`src/bptc_pkg.sv`:
```
package bptc_pkg;

    // Fixed field widths
    localparam int VAL_W      = 32;
    localparam int NARROW_W   = 16;
    localparam int CNT_W      = 32;
    localparam int LVL_W      = 4;
    localparam int CFG_IDX_W  = 1;
    localparam int CFG_DATA_W = 4;

    // Configuration register indexes
    localparam logic [CFG_IDX_W-1:0] REG_TREE_DEPTH  = 1'd0;
    localparam logic [CFG_IDX_W-1:0] REG_NARROW_MODE = 1'd1;

    // Status of one level cell as seen by the top level
    typedef struct packed {
        logic busy;  // a read or a pending result is in flight
        logic pend;  // an incremented count waits to be emitted
        logic fwd;   // the path value moves on to the next level
    } t_cell_stat;

endpackage

```
`src/bptc_cell.sv`:
```
module bptc_cell
    import bptc_pkg::*;
#(
    parameter int LEVEL     = 0,
    parameter int MAX_DEPTH = 12
) (
    input  logic                 i_clk,
    input  logic                 i_rst_n,
    input  logic                 i_tok,
    input  logic [VAL_W-1:0]     i_val,
    input  logic                 i_grant,
    input  logic                 i_clr,
    input  logic [MAX_DEPTH-1:0] i_clr_addr,
    output t_cell_stat           o_stat,
    output logic [VAL_W-1:0]     o_fwd_val,
    output logic [CNT_W-1:0]     o_count,
    output logic [MAX_DEPTH:0]   o_node_index
);

    localparam int ADDR_W  = LEVEL + 1;
    localparam int ENTRIES = 2 ** ADDR_W;
    localparam int IDX_W   = MAX_DEPTH + 1;
    localparam int BASE    = ENTRIES - 2;

    logic [CNT_W-1:0]  r_mem [ENTRIES];
    logic [CNT_W-1:0]  r_rdata;
    logic [ADDR_W-1:0] r_addr;
    logic [VAL_W-1:0]  r_fwd_val;
    logic [CNT_W-1:0]  r_cnt;
    logic              r_rd_v;
    logic              r_pend;

    logic [ADDR_W-1:0] w_addr;
    logic [CNT_W-1:0]  n_cnt;

    // Prefix of this level: the top LEVEL+1 bits of the aligned path value
    assign w_addr = i_val[VAL_W-1 -: ADDR_W];
    assign n_cnt  = r_rdata + 1'b1;

    // Counter memory: sweep clear, write back the increment, read on token
    always_ff @(posedge i_clk) begin
        if (i_clr) begin
            r_mem[i_clr_addr[ADDR_W-1:0]] <= '0;
        end else if (r_rd_v) begin
            r_mem[r_addr] <= n_cnt;
        end
        if (i_tok) begin
            r_rdata <= r_mem[w_addr];
        end
    end

    // Payload: hold the address, the path value and the new count
    always_ff @(posedge i_clk) begin
        if (i_tok) begin
            r_addr    <= w_addr;
            r_fwd_val <= i_val;
        end
        if (r_rd_v) begin
            r_cnt <= n_cnt;
        end
    end

    // Control: read issued, then count pending until granted
    always_ff @(posedge i_clk) begin
        if (!i_rst_n) begin
            r_rd_v <= 1'b0;
            r_pend <= 1'b0;
        end else begin
            r_rd_v <= i_tok;
            if (r_rd_v) begin
                r_pend <= 1'b1;
            end else if (i_grant) begin
                r_pend <= 1'b0;
            end
        end
    end

    assign o_stat.busy  = r_rd_v | r_pend;
    assign o_stat.pend  = r_pend;
    assign o_stat.fwd   = r_rd_v;
    assign o_fwd_val    = r_fwd_val;
    assign o_count      = r_cnt;
    assign o_node_index = IDX_W'(BASE) + IDX_W'(r_addr);

endmodule

```
`config.mk`:
```
export PLATFORM = sky130hd
export DESIGN_NAME = bptc_cell
export DESIGN_NICKNAME = d
export VERILOG_FILES = /design/src/bptc_pkg.sv /design/src/bptc_cell.sv
export SDC_FILE = /design/constraint.sdc
export NUM_CORES = 1
export LEC_CHECK = 0
export ABC_CLOCK_PERIOD_IN_PS = 5100
export BUFFER_PORTS_ARGS = -buffer_cell sky130_fd_sc_hd__buf_2
export CORE_UTILIZATION = 25
export CTS_CLUSTER_DIAMETER = 150
export DETAILED_ROUTE_END_ITERATION = 8
export PLACE_DENSITY_LB_ADDON = 0.12
export SLEW_MARGIN = 30
export SYNTH_ARGS = -nofsm -noshare
export SYNTH_HDL_FRONTEND = slang
export SYNTH_SLANG_ARGS = --single-unit
export TNS_END_PERCENT = 50
```
`constraint.sdc`:
```
create_clock -name i_clk -period 5.1 [get_ports i_clk]
set_input_delay 1.02 -clock i_clk [delete_from_list [all_inputs] [get_ports i_clk]]
set_output_delay 1.02 -clock i_clk [all_outputs]
set_load 0.005 [all_outputs]
```
==> flow_summary.html <==
<table>
<tr><th>Metric</th><th>Value</th></tr>
<tr><th colspan="2">Outcome</th></tr>
<tr><td>Status</td><td>completed</td></tr>
<tr><th colspan="2">Drt</th></tr>
<tr><td>Via total after detailed routing</td><td>3578</td></tr>
<tr><td>Routed Wire Length</td><td>13780 um</td></tr>
<tr><td>Residual antenna-violating net count after detailed routing</td><td>0</td></tr>
<tr><td>Iteration-0 DRC count of the detailed router</td><td>173</td></tr>
<tr><td>Drt wl/cell</td><td>16.28 um</td></tr>
<tr><td>Detailed-route DRC error count</td><td>0</td></tr>
<tr><td>Via-per-instance ratio</td><td>4.229</td></tr>
<tr><td>Pre-Repair DR Iteration Count</td><td>5</td></tr>
<tr><th colspan="2">Synth</th></tr>
<tr><td>Count of cell types in the netlist</td><td>40</td></tr>
<tr><td>Most frequent cell after synthesis</td><td>edfxtp_1</td></tr>
<tr><td>Cells after Synth</td><td>393</td></tr>
<tr><td>Number of enable flip-flop cells after synthesis</td><td>160</td></tr>
<tr><td>Number of warnings reported in the yosys synthesis log</td><td>0</td></tr>
<tr><td>Post-synthesis area per instance</td><td>16.35 um2</td></tr>
<tr><td>Post-synthesis instance area</td><td>6426 um2</td></tr>
<tr><td>Share of the synthesized area in the top cell type</td><td>74.77%</td></tr>
<tr><td>Register bit total from synthesis</td><td>162</td></tr>
<tr><td>Cell types with the highest counts after synthesis</td><td>edfxtp_1, mux2_2, nand2_1, and2_1, buf_4</td></tr>
<tr><td>Sequential cell area fraction in the yosys report</td><td>75.39%</td></tr>
<tr><td>Most frequently used flop master after synthesis</td><td>edfxtp_1</td></tr>
<tr><td>Area contributors post-synth</td><td>edfxtp_1, mux2_2, buf_4</td></tr>
<tr><td>Async set-reset flop share out of synthesis</td><td>0%</td></tr>
<tr><td>Cell taking the most area after synthesis</td><td>edfxtp_1</td></tr>
<tr><th colspan="2">Critical path</th></tr>
<tr><td>Class of the most critical setup path</td><td>flip-flop to output pin</td></tr>
<tr><td>Startpoint types</td><td>flip-flop</td></tr>
<tr><td>Crit. Startpoint</td><td>r_rd_v</td></tr>
<tr><td>Data arrival time of the critical path</td><td>1500 ps</td></tr>
<tr><td>Reg2Reg Depth</td><td>4</td></tr>
<tr><td>Setup slack of the worst register-to-register path</td><td>2710 ps</td></tr>
<tr><td>Critical path fanouts, max</td><td>35</td></tr>
<tr><td>Capturing instance or port of the critical path</td><td>o_stat[2]</td></tr>
<tr><td>Critical path endpoint category</td><td>output pin</td></tr>
<tr><td>Endpoint required time on the critical path</td><td>4080 ps</td></tr>
<tr><td>Reg-to-Reg Start</td><td>r_rdata[16]</td></tr>
<tr><td>Capture instance of the worst register-to-register path</td><td>r_mem[0][24]</td></tr>
<tr><th colspan="2">STA</th></tr>
<tr><td>Achievable frequency</td><td>396.7 MHz</td></tr>
<tr><td>Final worst setup slack</td><td>2579 ps</td></tr>
<tr><td>Hold Violations, Final</td><td>0</td></tr>
<tr><td>Fraction of the cycle the final worst path needs</td><td>49.43%</td></tr>
<tr><td>Total of endpoints with negative setup slack in the final report</td><td>0</td></tr>
<tr><td>Shortest period the worst path allows</td><td>2521 ps</td></tr>
<tr><td>Worst hold margin</td><td>547.3 ps</td></tr>
<tr><td>Clock Skew</td><td>9.172 ps</td></tr>
<tr><td>Fin. max-slew vios</td><td>0</td></tr>
<tr><td>Setup repair after global routing missed its margin</td><td>false</td></tr>
<tr><td>Worst slew pin tran</td><td>783.3 ps</td></tr>
<tr><td>Relative slew slack</td><td>47.30%</td></tr>
<tr><td>Setup total negative slack</td><td>0 ps</td></tr>
<tr><th colspan="2">CTS</th></tr>
<tr><td>Bufs on Longest Clock Path</td><td>2</td></tr>
<tr><td>Root Buffer Master</td><td>clkbuf_16</td></tr>
<tr><td>Hold-fix buffers at CTS</td><td>0</td></tr>
<tr><td>Clock latency on the worst-skew pair</td><td>430 ps</td></tr>
<tr><td>Clock edge transition at the registers on the reported setup and hold paths</td><td>70 ps</td></tr>
<tr><td>Clock tree from TritonCTS</td><td>done</td></tr>
<tr><td>Number of buffers added by the clock tree synthesis step</td><td>17</td></tr>
<tr><td>Number of gates given a new drive strength after cts</td><td>0</td></tr>
<tr><td>H-tree levels</td><td>4</td></tr>
<tr><td>Post-CTS setup buffers</td><td>0</td></tr>
<tr><td>Total number of clock tree sinks</td><td>162</td></tr>
<tr><th colspan="2">Placement</th></tr>
<tr><td>Detail Placement HPWL</td><td>8562 um</td></tr>
<tr><td>Weighted congestion reported at the end of routability-driven placement</td><td>0.7437</td></tr>
<tr><td>Worst slack, placed</td><td>2272 ps</td></tr>
<tr><td>Number of placed instances with taps included</td><td>814</td></tr>
<tr><td>PortBufs</td><td>105</td></tr>
<tr><th colspan="2">Floorplanning</th></tr>
<tr><td>Top-level I/O count</td><td>129</td></tr>
<tr><td>Die Span X</td><td>162.3 um</td></tr>
<tr><td>Initial Utilization</td><td>25.52%</td></tr>
<tr><td>Total Die Area</td><td>26350 um2</td></tr>
<tr><td>Area of the core region</td><td>25180 um2</td></tr>
<tr><td>Number of standard-cell rows in the floorplan</td><td>58</td></tr>
<tr><td>Die extent in y</td><td>162.3 um</td></tr>
<tr><th colspan="2">Global routing</th></tr>
<tr><td>Global-route wire length before repair</td><td>20930 um</td></tr>
<tr><td>Number of global-route vias before repair</td><td>3652</td></tr>
<tr><td>Number of antenna violations at the first check in global routing</td><td>0</td></tr>
<tr><td>Pin count of the biggest net entering global routing</td><td>44</td></tr>
<tr><td>Total overflow reported by the global router</td><td>0</td></tr>
<tr><td>Total track usage</td><td>10.92%</td></tr>
<tr><th colspan="2">Layout</th></tr>
<tr><td>Final net count</td><td>553</td></tr>
<tr><td>Total inserted antenna cells</td><td>0</td></tr>
<tr><td>Layout cell share with drive strength beyond 1</td><td>35.27%</td></tr>
<tr><td>Synth-to-layout area growth</td><td>22.41%</td></tr>
<tr><td>Number of cells in the finished layout apart from fillers</td><td>846</td></tr>
<tr><th colspan="2">Power and ir drop</th></tr>
<tr><td>Power, Total</td><td>0.003009 W</td></tr>
<tr><td>Power density over the cells</td><td>382.5 nW/um2</td></tr>
<tr><td>LEAKAGE</td><td>2.844 nW</td></tr>
<tr><td>Max IR drop VDD</td><td>0.1493 mV</td></tr>
<tr><th colspan="2">Hold path</th></tr>
<tr><td>Worst min-delay path category</td><td>flip-flop to flip-flop</td></tr>
<tr><td>Hold Path Origin</td><td>r_mem[0][8]</td></tr>
<tr><th colspan="2">Job</th></tr>
<tr><td>Max Cap Viol</td><td>0</td></tr>
</table>
-- worst min-delay path by stage --
stage	to	slack, ps	cells after the start
final	r_rdata[8]	550	1
after global routing	r_rdata[24]	560	1
after CTS	r_rdata[24]	550	1
after detailed placement	r_rdata[2]	530	1
after global placement	r_rdata[27]	530	1
after floorplan	r_rdata[0]	520	1
-- state kept, by name, summed over array words and instances, names as in the netlist --
| signal | flops |
|---|---|
| o_count | 32 |
| o_fwd_val | 31 |
| r_addr | 1 |
| r_mem | 64 |
| r_pend | 1 |
| r_rd_v | 1 |
| r_rdata | 32 |
-- power by group --
group / internal (W) / leakage [nW] / switching (W) / total [W]
logic: 0.0000711 / 0.989 / 0.000100 / 0.000171
clock network: 0.000705 / 0.277 / 0.000543 / 0.00125
registers: 0.00156 / 1.58 / 0.0000337 / 0.00159
total: 0.00233 / 2.84 / 0.000677 / 0.00301
-- routing by layer --
| metal | track usage, % | vias up | share of wire, % |
|---|---|---|---|
| met5 | 0 | - | 0 |
| met4 | 4.288 | 0 | 0.95 |
| met3 | 3.013 | 11 | 4.0 |
| met2 | 17.25 | 90 | 49 |
| met1 | 14.12 | 1771 | 46 |
| li1 | - | 1706 | - |
-- cell usage in the layout, fill, tap and decap left out, types with 5 or more instances in the layout --
master and instances:
a21oi_1 15, and2_1 17, and3_1 5, buf_2 103, buf_4 7, clkbuf_16 17, conb_1 12, edfxtp_1 160
inv_6 5, mux2_2 32, nand2_1 30, nand3_1 15, nand4_1 10, o21ai_0 6, o31ai_1 8, xnor2_1 11
-- worst max-delay path, cell delays in order, from the launching register on --
cell and delay (ps):
dfxtp_2 340, buf_4 440, or2_2 190, buf_2 100
-- final cells by class --
cell class	instances	area, um2
well taps	330	412.9
inverters	4	15.01
flip-flops and latches	162	4846
repair buffers	110	568.0
clock buffers	19	452.9
fillers	2535	17320
multi-input cells	208	1448
clock inverters	13	123.9
-- through the flow --
step | util [%] | instance area, um2
2_1_floorplan | - | 6467
3_3_place_gp | 28.90 | 7277
3_5_place_dp | 28.90 | 7277
4_1_cts | 31.19 | 7854
5_1_grt | 31.24 | 7866
6_report | 31.24 | 7866
-- kinds of logic after synthesis --
kind of cell,synth area share [%]
multiplexers,6.075
XOR/XNOR,2.044
AO/OA/AOI/OAI,3.057
flip-flops,75.39
adder cells (fa/ha/maj),0.1947
buffers and inverters,2.959
AND/OR/NAND/NOR,10.22
other,0.05836
Note: power is estimated with default switching activity, not from simulation.
